===== src/rtl/assert_macros.svh =====
// Assertion macros shared by the filter RTL.
// Depends on nothing; included by files that carry concurrent checks.
`ifndef ASSERT_MACROS_SVH
`define ASSERT_MACROS_SVH

// Check a property on the rising clock edge, disabled while reset is low.
`define BAFL_ASSERT(lbl, clk, rstn, prop, msg) \
  lbl: assert property (@(posedge clk) disable iff (!rstn) prop) else $error(msg);

// Check a property on the rising clock edge, reset included.
`define BAFL_ASSERT_ALWAYS(lbl, clk, prop, msg) \
  lbl: assert property (@(posedge clk) prop) else $error(msg);

`endif


===== src/rtl/bafl_pkg.sv =====
// Package for the beacon advertisement filter: types, structure codes and limits.
// Used by the parser, the config block and the top level.
package bafl_pkg;

  localparam int unsigned MaxAdvBytes = 31;

  localparam logic [7:0] MfrType        = 8'hFF;
  localparam logic [7:0] BeaconAdLen    = 8'h1A;
  localparam logic [7:0] CompanyLo      = 8'h4C;
  localparam logic [7:0] CompanyHi      = 8'h00;
  localparam logic [7:0] BeaconKind     = 8'h02;
  localparam logic [7:0] BeaconInnerLen = 8'h15;

  localparam logic [4:0] OffCompanyLo = 5'd0;
  localparam logic [4:0] OffCompanyHi = 5'd1;
  localparam logic [4:0] OffKind      = 5'd2;
  localparam logic [4:0] OffInnerLen  = 5'd3;
  localparam logic [4:0] OffIdFirst   = 5'd4;
  localparam logic [4:0] OffMajorHi   = 5'd20;
  localparam logic [4:0] OffMajorLo   = 5'd21;
  localparam logic [4:0] OffMinorHi   = 5'd22;
  localparam logic [4:0] OffMinorLo   = 5'd23;
  localparam logic [4:0] OffPower     = 5'd24;

  localparam logic [63:0] UuidHighReset = 64'hAAAA_AAAA_BBBB_CCCC;
  localparam logic [63:0] UuidLowReset  = 64'hDDDD_EEEE_EEEE_EEEE;

  localparam int unsigned CfgAddrW = 4;
  localparam int unsigned CfgDataW = 64;

  typedef enum logic [1:0] {
    VERD_NONE = 2'd0,
    VERD_OK   = 2'd1,
    VERD_BAD  = 2'd2
  } verdict_e;

  typedef enum logic {
    REG_UUID_HIGH = 1'b0,
    REG_UUID_LOW  = 1'b1
  } cfg_reg_e;

  typedef struct packed {
    logic [7:0]        data_byte;
    logic              last;
    logic signed [7:0] signal_dbm;
  } byte_t;

  typedef struct packed {
    logic              valid_res;
    logic [15:0]       major;
    logic [15:0]       minor;
    logic signed [7:0] cal_power;
    logic              near;
  } res_t;

endpackage


===== src/rtl/bafl_if.sv =====
// Valid/ready channel interfaces for payload bytes and filter results.
// Depends on nothing outside this file.
interface bafl_in_if;
  logic              valid;
  logic              ready;
  logic [7:0]        data_byte;
  logic              last;
  logic signed [7:0] signal_dbm;

  modport source (output valid, output data_byte, output last, output signal_dbm,
                  input ready);
  modport sink (input valid, input data_byte, input last, input signal_dbm,
                output ready);
endinterface

interface bafl_res_if;
  logic              valid;
  logic              ready;
  logic              valid_res;
  logic [15:0]       major;
  logic [15:0]       minor;
  logic signed [7:0] cal_power;
  logic              near;

  modport source (output valid, output valid_res, output major, output minor,
                  output cal_power, output near, input ready);
  modport sink (input valid, input valid_res, input major, input minor,
                input cal_power, input near, output ready);
endinterface


===== src/rtl/beacon_advert_filter.sv =====
// Beacon advertisement filter, top level.
// Depends on bafl_pkg, bafl_if, bafl_cfg, bafl_parse and assert_macros.svh.
//
// Usage:
//   byte_i takes one payload byte per item with its last flag and the packet's
//   signal strength. res_o gives one result item per packet, after its last byte.
//   The APB port holds the 128-bit identifier: uuid_high at 0x0, uuid_low at 0x8.
//   Write it only while no packet is in flight.
// Timing:
//   An accepted byte lands in an input register; from there the parser updates
//   the packet state and, on a last byte, loads the result register.
//   Throughput, set by the single parser pass between the input and result
//   registers, is one byte per cycle save while a last byte waits on a held result.
// Reset:
//   Clears the packet state and both item valid flags, loads the default identifier.
// Stall:
//   While a result waits, non-last bytes keep flowing; a last byte waits in the
//   input register and byte_i.ready drops until the result is taken.
`include "assert_macros.svh"

module beacon_advert_filter (
  input  logic                          clk_i,
  input  logic                          rst_ni,
  bafl_in_if.sink                       byte_i,
  bafl_res_if.source                    res_o,
  input  logic                          psel,
  input  logic                          penable,
  input  logic                          pwrite,
  input  logic [bafl_pkg::CfgAddrW-1:0] paddr,
  input  logic [bafl_pkg::CfgDataW-1:0] pwdata,
  output logic [bafl_pkg::CfgDataW-1:0] prdata,
  output logic                          pready
);

  logic            stage_valid_q, stage_valid_d;
  bafl_pkg::byte_t stage_q;
  logic            res_valid_q, res_valid_d;
  bafl_pkg::res_t  res_q;
  bafl_pkg::res_t  parse_res;
  logic [63:0]     uuid_high;
  logic [63:0]     uuid_low;
  logic            res_free;
  logic            advance;
  logic            in_acc;
  logic            last_adv;
  logic            res_stall;
  logic            res_drop;
  logic            res_blank;
  logic            all_idle;

  bafl_cfg u_cfg (
    .clk_i       (clk_i),
    .rst_ni      (rst_ni),
    .psel        (psel),
    .penable     (penable),
    .pwrite      (pwrite),
    .paddr       (paddr),
    .pwdata      (pwdata),
    .prdata      (prdata),
    .pready      (pready),
    .uuid_high_o (uuid_high),
    .uuid_low_o  (uuid_low)
  );

  bafl_parse u_parse (
    .clk_i       (clk_i),
    .rst_ni      (rst_ni),
    .step_i      (advance),
    .item_i      (stage_q),
    .uuid_high_i (uuid_high),
    .uuid_low_i  (uuid_low),
    .res_o       (parse_res)
  );

  assign res_free     = !res_valid_q || res_o.ready;
  assign advance      = stage_valid_q && (!stage_q.last || res_free);
  assign byte_i.ready = !stage_valid_q || advance;
  assign in_acc       = byte_i.valid && byte_i.ready;

  always_comb begin
    stage_valid_d = in_acc || (stage_valid_q && !advance);
    res_valid_d   = res_valid_q;
    if (advance && stage_q.last) begin
      res_valid_d = 1'b1;
    end else if (res_o.ready) begin
      res_valid_d = 1'b0;
    end
  end

  always_ff @(posedge clk_i or negedge rst_ni) begin
    if (!rst_ni) begin
      stage_valid_q <= 1'b0;
      res_valid_q   <= 1'b0;
    end else begin
      stage_valid_q <= stage_valid_d;
      res_valid_q   <= res_valid_d;
    end
  end

  always_ff @(posedge clk_i) begin
    if (in_acc) begin
      stage_q.data_byte  <= byte_i.data_byte;
      stage_q.last       <= byte_i.last;
      stage_q.signal_dbm <= byte_i.signal_dbm;
    end
    if (advance && stage_q.last) begin
      res_q <= parse_res;
    end
  end

  assign res_o.valid     = res_valid_q;
  assign res_o.valid_res = res_q.valid_res;
  assign res_o.major     = res_q.major;
  assign res_o.minor     = res_q.minor;
  assign res_o.cal_power = res_q.cal_power;
  assign res_o.near      = res_q.near;

  assign last_adv  = advance && stage_q.last;
  assign res_stall = res_valid_q && !res_o.ready;
  assign res_drop  = res_valid_q && !res_q.valid_res;
  assign res_blank = res_q.major == 16'd0 && res_q.minor == 16'd0 &&
                     res_q.cal_power == 8'sd0 && !res_q.near;
  assign all_idle  = !stage_valid_q && !res_valid_q;

  `BAFL_ASSERT(a_no_overwrite, clk_i, rst_ni, res_stall |-> !last_adv, "result overwritten")
  `BAFL_ASSERT(a_empty_ready, clk_i, rst_ni, !stage_valid_q |-> byte_i.ready, "empty stage stalls")
  `BAFL_ASSERT(a_zero_fields, clk_i, rst_ni, res_drop |-> res_blank, "nonzero fields")
  `BAFL_ASSERT_ALWAYS(a_reset_idle, clk_i, !rst_ni |-> all_idle, "busy in reset")

endmodule


===== src/rtl/bafl_cfg.sv =====
// APB-style register file holding the 128-bit beacon identifier.
// Depends on bafl_pkg.
module bafl_cfg (
  input  logic                          clk_i,
  input  logic                          rst_ni,
  input  logic                          psel,
  input  logic                          penable,
  input  logic                          pwrite,
  input  logic [bafl_pkg::CfgAddrW-1:0] paddr,
  input  logic [bafl_pkg::CfgDataW-1:0] pwdata,
  output logic [bafl_pkg::CfgDataW-1:0] prdata,
  output logic                          pready,
  output logic [63:0]                   uuid_high_o,
  output logic [63:0]                   uuid_low_o
);

  logic [63:0]        uuid_high_q;
  logic [63:0]        uuid_low_q;
  logic               wr_en;
  bafl_pkg::cfg_reg_e sel;

  assign sel    = bafl_pkg::cfg_reg_e'(paddr[3]);
  assign wr_en  = psel && penable && pwrite;
  assign pready = 1'b1;

  always_ff @(posedge clk_i or negedge rst_ni) begin
    if (!rst_ni) begin
      uuid_high_q <= bafl_pkg::UuidHighReset;
      uuid_low_q  <= bafl_pkg::UuidLowReset;
    end else if (wr_en) begin
      case (sel)
        bafl_pkg::REG_UUID_HIGH: uuid_high_q <= pwdata;
        bafl_pkg::REG_UUID_LOW:  uuid_low_q  <= pwdata;
        default: ;
      endcase
    end
  end

  always_comb begin
    case (sel)
      bafl_pkg::REG_UUID_HIGH: prdata = uuid_high_q;
      bafl_pkg::REG_UUID_LOW:  prdata = uuid_low_q;
      default:                 prdata = '0;
    endcase
  end

  assign uuid_high_o = uuid_high_q;
  assign uuid_low_o  = uuid_low_q;

endmodule


===== src/rtl/bafl_parse.sv =====
// Packet state and single-pass structure parser; computes the result for a last byte.
// Depends on bafl_pkg.
module bafl_parse (
  input  logic                 clk_i,
  input  logic                 rst_ni,
  input  logic                 step_i,
  input  bafl_pkg::byte_t      item_i,
  input  logic [63:0]          uuid_high_i,
  input  logic [63:0]          uuid_low_i,
  output bafl_pkg::res_t       res_o
);

  logic [7:0]         byte_pos_q, byte_pos_d;
  logic [8:0]         next_pos_q, next_pos_d;
  logic               in_beacon_q, in_beacon_d;
  logic [4:0]         off_q, off_d;
  bafl_pkg::verdict_e verdict_q, verdict_d;
  logic [7:0]         pending_len_q, pending_len_d;
  logic [15:0]        major_q, major_d;
  logic [15:0]        minor_q, minor_d;
  logic [7:0]         power_q, power_d;

  logic [127:0]       uuid_all;
  logic [7:0]         id_bytes [16];
  logic [3:0]         id_idx;
  logic [7:0]         b;
  logic               ok;
  logic               valid;

  assign uuid_all = {uuid_high_i, uuid_low_i};
  assign b        = item_i.data_byte;
  assign id_idx   = 4'(off_q - bafl_pkg::OffIdFirst);

  always_comb begin
    for (int i = 0; i < 16; i++) begin
      id_bytes[i] = uuid_all[127 - 8 * i -: 8];
    end
  end

  always_comb begin
    byte_pos_d    = byte_pos_q;
    next_pos_d    = next_pos_q;
    in_beacon_d   = in_beacon_q;
    off_d         = off_q;
    verdict_d     = verdict_q;
    pending_len_d = pending_len_q;
    major_d       = major_q;
    minor_d       = minor_q;
    power_d       = power_q;
    ok            = 1'b1;

    if (byte_pos_q < 8'(bafl_pkg::MaxAdvBytes) && verdict_q == bafl_pkg::VERD_NONE) begin
      if (in_beacon_q) begin
        if (off_q == bafl_pkg::OffCompanyLo) begin
          ok = (b == bafl_pkg::CompanyLo);
        end else if (off_q == bafl_pkg::OffCompanyHi) begin
          ok = (b == bafl_pkg::CompanyHi);
        end else if (off_q == bafl_pkg::OffKind) begin
          ok = (b == bafl_pkg::BeaconKind);
        end else if (off_q == bafl_pkg::OffInnerLen) begin
          ok = (b == bafl_pkg::BeaconInnerLen);
        end else if (off_q < bafl_pkg::OffMajorHi) begin
          ok = (b == id_bytes[id_idx]);
        end else if (off_q == bafl_pkg::OffMajorHi) begin
          major_d[15:8] = b;
        end else if (off_q == bafl_pkg::OffMajorLo) begin
          major_d[7:0] = b;
        end else if (off_q == bafl_pkg::OffMinorHi) begin
          minor_d[15:8] = b;
        end else if (off_q == bafl_pkg::OffMinorLo) begin
          minor_d[7:0] = b;
        end else begin
          power_d = b;
        end

        if (!ok) begin
          verdict_d   = bafl_pkg::VERD_BAD;
          in_beacon_d = 1'b0;
        end else if (off_q >= bafl_pkg::OffPower) begin
          verdict_d   = bafl_pkg::VERD_OK;
          in_beacon_d = 1'b0;
        end else begin
          off_d = off_q + 5'd1;
        end
      end else if ({1'b0, byte_pos_q} == next_pos_q) begin
        pending_len_d = b;
        next_pos_d    = {1'b0, byte_pos_q} + {1'b0, b} + 9'd1;
      end else if (pending_len_q == bafl_pkg::BeaconAdLen &&
                   {1'b0, byte_pos_q} + {1'b0, bafl_pkg::BeaconAdLen} == next_pos_q &&
                   b == bafl_pkg::MfrType) begin
        in_beacon_d = 1'b1;
        off_d       = '0;
      end
    end

    if (byte_pos_q != 8'hFF) begin
      byte_pos_d = byte_pos_q + 8'd1;
    end
  end

  always_ff @(posedge clk_i or negedge rst_ni) begin
    if (!rst_ni) begin
      byte_pos_q    <= '0;
      next_pos_q    <= '0;
      in_beacon_q   <= 1'b0;
      off_q         <= '0;
      verdict_q     <= bafl_pkg::VERD_NONE;
      pending_len_q <= '0;
      major_q       <= '0;
      minor_q       <= '0;
      power_q       <= '0;
    end else if (step_i) begin
      if (item_i.last) begin
        byte_pos_q    <= '0;
        next_pos_q    <= '0;
        in_beacon_q   <= 1'b0;
        off_q         <= '0;
        verdict_q     <= bafl_pkg::VERD_NONE;
        pending_len_q <= '0;
        major_q       <= '0;
        minor_q       <= '0;
        power_q       <= '0;
      end else begin
        byte_pos_q    <= byte_pos_d;
        next_pos_q    <= next_pos_d;
        in_beacon_q   <= in_beacon_d;
        off_q         <= off_d;
        verdict_q     <= verdict_d;
        pending_len_q <= pending_len_d;
        major_q       <= major_d;
        minor_q       <= minor_d;
        power_q       <= power_d;
      end
    end
  end

  assign valid = (verdict_d == bafl_pkg::VERD_OK);

  always_comb begin
    res_o.valid_res = valid;
    res_o.major     = valid ? major_d : 16'd0;
    res_o.minor     = valid ? minor_d : 16'd0;
    res_o.cal_power = valid ? $signed(power_d) : 8'sd0;
    res_o.near      = valid && (item_i.signal_dbm > $signed(power_d));
  end

endmodule

===== src/flat_wrapper.sv =====
// flat-port wrapper written by rule: the top's interface ports become plain ports
module beacon_advert_filter_flat 
  (clk_i, rst_ni, psel, penable, pwrite, paddr, pwdata, prdata, pready, byte_i_valid, byte_i_data_byte, byte_i_last, byte_i_signal_dbm, byte_i_ready, res_o_valid, res_o_valid_res, res_o_major, res_o_minor, res_o_cal_power, res_o_near, res_o_ready);
  bafl_in_if byte_i_i ();
  bafl_res_if res_o_i ();
  input  logic clk_i;
  input  logic rst_ni;
  input  logic psel;
  input  logic penable;
  input  logic pwrite;
  input  logic [bafl_pkg::CfgAddrW-1:0] paddr;
  input  logic [bafl_pkg::CfgDataW-1:0] pwdata;
  output logic [bafl_pkg::CfgDataW-1:0] prdata;
  output logic pready;
  input wire logic [$bits(byte_i_i.valid)-1:0] byte_i_valid;
  input wire logic [$bits(byte_i_i.data_byte)-1:0] byte_i_data_byte;
  input wire logic [$bits(byte_i_i.last)-1:0] byte_i_last;
  input wire logic [$bits(byte_i_i.signal_dbm)-1:0] byte_i_signal_dbm;
  output wire logic [$bits(byte_i_i.ready)-1:0] byte_i_ready;
  output wire logic [$bits(res_o_i.valid)-1:0] res_o_valid;
  output wire logic [$bits(res_o_i.valid_res)-1:0] res_o_valid_res;
  output wire logic [$bits(res_o_i.major)-1:0] res_o_major;
  output wire logic [$bits(res_o_i.minor)-1:0] res_o_minor;
  output wire logic [$bits(res_o_i.cal_power)-1:0] res_o_cal_power;
  output wire logic [$bits(res_o_i.near)-1:0] res_o_near;
  input wire logic [$bits(res_o_i.ready)-1:0] res_o_ready;
  assign byte_i_i.valid = byte_i_valid;
  assign byte_i_i.data_byte = byte_i_data_byte;
  assign byte_i_i.last = byte_i_last;
  assign byte_i_i.signal_dbm = byte_i_signal_dbm;
  assign byte_i_ready = byte_i_i.ready;
  assign res_o_valid = res_o_i.valid;
  assign res_o_valid_res = res_o_i.valid_res;
  assign res_o_major = res_o_i.major;
  assign res_o_minor = res_o_i.minor;
  assign res_o_cal_power = res_o_i.cal_power;
  assign res_o_near = res_o_i.near;
  assign res_o_i.ready = res_o_ready;
  beacon_advert_filter u_core (.clk_i(clk_i), .rst_ni(rst_ni), .byte_i(byte_i_i), .res_o(res_o_i), .psel(psel), .penable(penable), .pwrite(pwrite), .paddr(paddr), .pwdata(pwdata), .prdata(prdata), .pready(pready));
endmodule

===== config.mk =====
export PLATFORM = sky130hd
export DESIGN_NAME = beacon_advert_filter_flat
export DESIGN_NICKNAME = d
export VERILOG_FILES = /design/src/rtl/bafl_pkg.sv /design/src/rtl/bafl_if.sv /design/src/rtl/beacon_advert_filter.sv /design/src/rtl/bafl_cfg.sv /design/src/rtl/bafl_parse.sv /design/src/flat_wrapper.sv
export VERILOG_INCLUDE_DIRS = /design/src /design/src/rtl
export SDC_FILE = /design/constraint.sdc
export NUM_CORES = 1
export LEC_CHECK = 0
export BUFFER_PORTS_ARGS = -buffer_cell sky130_fd_sc_hd__buf_4
export CAP_MARGIN = 10
export CORE_MARGIN = 3
export CORE_UTILIZATION = 40
export CTS_BUF_LIST = sky130_fd_sc_hd__clkbuf_16
export DETAILED_ROUTE_END_ITERATION = 10
export REMOVE_ABC_BUFFERS = 1
export SLEW_MARGIN = 20
export SYNTH_ARGS = -nofsm -noshare
export SYNTH_HDL_FRONTEND = slang
export SYNTH_HIERARCHICAL = 1
export SYNTH_SLANG_ARGS = --single-unit

===== constraint.sdc =====
create_clock -name clk_i -period 5.02 [get_ports clk_i]
set_input_delay 0.251 -clock clk_i [delete_from_list [all_inputs] [get_ports clk_i]]
set_output_delay 0.251 -clock clk_i [all_outputs]
set_load 0.1 [all_outputs]

== After elaboration in Yosys (flattened, before gate mapping) ==
Cells that the tools add are included.

* Register bits after elaboration: 262
* Input bits: 92
* Output and inout port bits: 109
* Word-level logic and storage cells: 165

* Add/subtract/negate cells: 6
* $lt $le $gt $ge: 5
* Equality and inequality tests: 21
* Muxes and demuxes: 78
* Bitwise logic cells: 2
* Reduce and logical (&&, ||, !) cells: 32

{| class="wikitable"
|+ Operator list
! cell !! count
|-
| $mux W16 || 18
|-
| $mux W8 || 26
|-
| $pmux W64 S2 || 1
|-
| $mux W9 || 4
|-
| $mux W5 || 7
|-
| $bmux W8 S4 || 1
|-
| $eq A5 B5 Y1 const B || 4
|-
| $eq A8 B5 Y1 const B || 2
|-
| $mux W1 || 16
|-
| $eq A5 B2 Y1 const B || 2
|-
| $ge A5 B5 Y1 const B || 2
|-
| $logic_and A1 B1 Y1 || 10
|-
| $mux W2 || 5
|-
| $add A8 B5 Y9 const B || 1
|-
| $add A8 B8 Y9 || 1
|-
| $add A9 B1 Y9 const B || 1
|-
| $eq A8 B9 Y1 || 1
|-
| $eq A9 B9 Y1 || 1
|-
| $add A8 B1 Y8 const B || 1
|-
| $eq A8 B2 Y1 const B || 1
|-
| $eq A8 B7 Y1 const B || 1
|-
| $eq A8 B8 Y1 || 1
|-
| $eq A8 B8 Y1 const B || 1
|-
| $gt A8 B8 Y1 || 1
|-
| other kinds (22) || 35
|}

== Logic depth before layout (Yosys ltp) ==
* Word-level depth: 18
* Mapped depth: 21
* Depth with buffers taken out: 19

== Hierarchy ==
Netlist, hierarchy kept.

{| class="wikitable"
|+ Modules (own cells, without submodules)
! module !! times used !! cells an instance !! area an instance (µm²) !! sequential area each (µm²)
|-
| bafl_parse || 1 || 747 || 6264.8 || 1826.8
|-
| bafl_cfg || 1 || 344 || 5891.9 || 3308.2
|-
| beacon_advert_filter || 1 || 69 || 1893.1 || 1821.7
|}

== Least setup slack after synthesis ==
Ideal clock, no wire load.

* Path kind: flip-flop to flip-flop
* Start point: register u_core.u_parse.off_q[0]
* End point: register u_core.res_q (netlist bit u_core/res_o.near) (data pin)
* Setup time: 0.266 ns
* Arrival: 3.748 ns
* Data required time: 4.754 ns
* Path slack: 1.006 ns
* Cell stages (with the launch flop): 21
* Buffers on the path: 4
* Clock period less this slack: 4.014 ns
* Path through: dfrtp_1 buf_2 buf_6 buf_4 inv_2 ha_1 clkbuf_1 nor4_1 o21ai_1 nor2_1 a21oi_1 ha_1 nor2b_1 o21a_1 o21a_1 o21a_1 o21a_1 o21ai_0 a21oi_1 a21oi_1 nor2_1

{| class="wikitable"
|+ RTL lines
! element !! line !! RTL
|-
| from (decl) || bafl_parse.sv:16 || <nowiki>logic [4:0] off_q, off_d;</nowiki>
|-
| from (signal assigned) || bafl_parse.sv:106 || <nowiki>off_q <= '0;</nowiki>
|-
| from (signal assigned) || bafl_parse.sv:117 || <nowiki>off_q <= '0;</nowiki>
|-
| from (signal assigned) || bafl_parse.sv:127 || <nowiki>off_q <= off_d;</nowiki>
|-
| to (signal assigned) || beacon_advert_filter.sv:107 || <nowiki>res_q <= parse_res;</nowiki>
|-
| to (decl) || beacon_advert_filter.sv:38 || <nowiki>bafl_pkg::res_t res_q;</nowiki>
|}

==> summary.md <==
| Metric | Value |
|---|---|
| Status | `completed` |
| Async S/R FF share, synth | `0.7748` |
| Top delay family on crit path | `compound AO/OA/AOI/OAI gates` |
| Final Core Density | `0.5156` |
| Post_cts resized | `0` |
| Final Cell Area | `17810 um2` |
| Synth Flop Type | `dfrtp_1` |
| Clock buffer depth | `3` |
| CP max FO | `11` |
| Max Fclk | `227.6 MHz` |
| Cells after Synth | `1160` |
| First-pass GRT wire length | `57.77 mm` |
| Top area cells in the synthesized netlist | `dfrtp_1 21%, dfstp_2 16%, edfxtp_1 13%, mux2_2 11%, mux2_4 6.4%` |
| Most frequent cell after synthesis | `mux2_2` |
| Worst-Margin Slew | `1140 ps` |
| P&R area growth vs syn | `26.78%` |
| Avg Cell Area, Syn | `12.11 um2` |
| Warnings from Yosys | `6` |
| Clk sink count | `262` |
| Commonest cells post-synth | `134 x mux2_2, 119 x dfrtp_1, 104 x nand2_1` |
| GR Layer Usage met1 | `0.2558` |
| Share of cells above drive strength 1 | `0.4056` |
| Final Hold Vio Count | `0` |
| Clk_skew | `21.39 ps` |
| Fin crit period | `4394 ps` |
| Clock tree from TritonCTS | `yes` |
| Cell Chain, Critical Path | `or4_1 > nor3_4 > nand2_1 > nor2_2 > o21ai_1 > a21oi_1 > ha_1 > nor2b_1 > o21a_1 > o21a_1 > o21a_1 > o21a_1 > o21ai_0 > a21oi_1 > a21oi_1 > nor2_1` |
| Pwr dens | `444.4 nW/um2` |
| Total Nets Final | `1528` |
| Post-DP HPWL | `22.96 mm` |
| Vias per cell | `5.241` |
| DRT Wirelength | `35.72 mm` |
| Core region area | `34540 um2` |
| Antenna Nets Post-Route | `0` |
| Tcrit/Tclk final | `0.8753` |
| Number of flops mapped to enable cells by yosys | `59` |
| Fill cells | `3062` |
| Placement Setup Slack | `679.3 ps` |
| Setup Viol. Count Final | `0` |
| Largest net degree at the start of global routing | `116` |
| Synth Register Bits | `262` |
| I/O pin total | `201` |
| GRT overflow | `0` |
| Port bufs | `196` |
| Count of cell types in the netlist | `75` |
| Startpoint types | `register` |
| Setup slack after layout | `626.2 ps` |
| Critical Path Most Common Cell | `o21a_1` |
| CP max stage cell | `or4_1` |
| M2 GR Usage | `0.3053` |
| Met3 usage | `0.04093` |
| Die width | `193.4 um` |
| Die area | `37410 um2` |
| Setup bufs post-CTS | `0` |
| Register area share after synthesis | `0.4951` |
| Site row count | `68` |
| Routed length per instance | `18.89 um` |
| Drc violations | `0` |
| Maximum vdd ir drop | `380.4 uV` |
| Slew Limit Fails | `0` |
| Die height | `193.4 um` |
| Latest clock arrival within the worst-skew pair | `570 ps` |
| Clk slew on worst S/H paths | `60 ps` |
| Initial core utilization | `0.4067` |
| Synth Cell Area | `14050 um2` |
| RD Place Congestion | `0.8435` |
| FF-to-FF Start | `u_core/u_parse/byte_pos_q[5]` |
| Iteration-0 DRC Markers | `617` |
| Dpl cell area | `15840 um2` |
| Synth top area share | `0.2120` |
| Worst EP arrival | `4680 ps` |
| Area of the multi-input gates | `6475 um2` |
| Grt peak-use layer | `met2` |
| Crit. Startpoint | `u_core/u_parse/byte_pos_q[5]` |
| P_leak | `7.607 nW` |
| Data required, critical path | `5310 ps` |
| CP bufs+invs | `0` |
| Vias in the first global route | `10160` |
| CP max stage delay | `590 ps` |
| Rel. slew slack | `0.2348` |
| Root buffer cell | `clkbuf_16` |
| Cts hold-fix bufs | `85` |
| Total GRT Usage | `0.1867` |
| Hold crit path type | `input pin to async pin` |
| Initial antenna violation count | `1` |
| RSZ-0062 raised after global routing | `no` |
| Register area | `6958 um2` |
| Maxcap violations | `0` |
| Area leader, netlist | `dfrtp_1` |
| Drt pass-1 iters | `5` |
| Total number of vias | `9910` |
| H-tree levels | `1` |
| Crit end category | `register` |
| TritonCTS Buffers | `31` |
| Crit path kind | `register to register` |
==> per-stage QoR <==
| step | TNS (ps) | total power [W] | instances | hold slack [ps] |
|---|---|---|---|---|
| after floorplan | -35230 | 0.004886 | 1079 | -44.59 |
| after CTS | 0 | 0.007984 | 1889 | 382.6 |
| final | 0 | 0.007916 | 1891 | 377.8 |
| after detailed placement | 0 | 0.005488 | 1746 | 430.6 |
| after global placement | 0 | 0.005454 | 1746 | 430.3 |
| after global routing | 0 | 0.008264 | 1891 | 393.5 |
==> metal layers <==
layer	part of all wire	up-vias
met5	0	-
met4	0.022	0
met3	0.061	55
met2	0.47	285
met1	0.44	4892
li1	-	4678
==> final timing paths <==
kind | to | slack [ps] | cells after the start
max in group asynchronous | u_core/u_parse/off_q[2] | 3570 | 3
worst min register to register | u_core/u_parse/pending_len_q[1] | 480 | 2
worst max-delay path | u_core/res_o.near | 630 | 16
min in group clk_i | u_core/stage_q[1] | 410 | 2
worst min-delay path | u_core/u_cfg/uuid_low_o[40] | 380 | 2
worst max register to register | u_core/res_o.near | 630 | 16
==> registers in the layout (all words and copies together) (netlist names), 9 cells and up <==
name,flops
u_core/u_cfg/uuid_high_o,64
u_core/u_cfg/uuid_low_o,64
u_core/stage_q,17
u_core/res_o.major,16
u_core/res_o.minor,16
u_core/u_parse/major_q,16
u_core/u_parse/minor_q,16
u_core/u_parse/next_pos_q,9
==> report_power, final <==
part	leakage (nW)	switching [W]	internal (W)
clock network	0.544	0.000922	0.00148
logic	4.08	0.00164	0.000902
registers	2.98	0.000299	0.00267
total	7.61	0.00286	0.00506
==> cell usage in the layout (no fill, tap or decap), drive strengths merged, types with 7 or more instances in the layout <==
cell         instances
ha                  25
mux2               199
and3                12
bufinv               7
nor3                11
mux4                26
dfrtp              119
inv                 62
dfstp               84
mux2i               25
nand3               12
nand2b              11
nor2                39
nor2b                8
clkbuf              32
a21oi               75
o22ai               42
o21ai               27
dlygate4sd3         85
xnor2               27
buf                212
edfxtp              59
xor2                12
nor4                 7
a21boi              10
and2                15
nand2              104
clkinv              13
==> logic make-up (layout without fill, tap and decap cells) <==
| group | count (synthesis) | in the layout | share of synthesized area |
|---|---|---|---|
| flip-flops | 262 | 262 | 0.4951 |
| multiplexers | 250 | 250 | 0.2356 |
| AND/OR/NAND/NOR | 238 | 238 | 0.08514 |
| AO/OA/AOI/OAI | 205 | 205 | 0.08986 |
| buffers and inverters | 139 | 414 | 0.04604 |
| XOR/XNOR | 39 | 39 | 0.02431 |
| adder cells (fa/ha/maj) | 26 | 26 | 0.02369 |
| other | 1 | 2 | 0.0002669 |
==> final cells by class <==
type                            count  area share
Clock buffer                       31     0.04355
Antenna cell                        1   0.0001405
Inverter                           58     0.01222
Multi-Input combinational cell    759      0.3635
Sequential cell                   262      0.3906
Clock inverter                     27     0.01798
Tap cell                          455     0.03196
Timing Repair Buffer              298      0.1400
No activity file was read; power rests on OpenSTA's default activity.
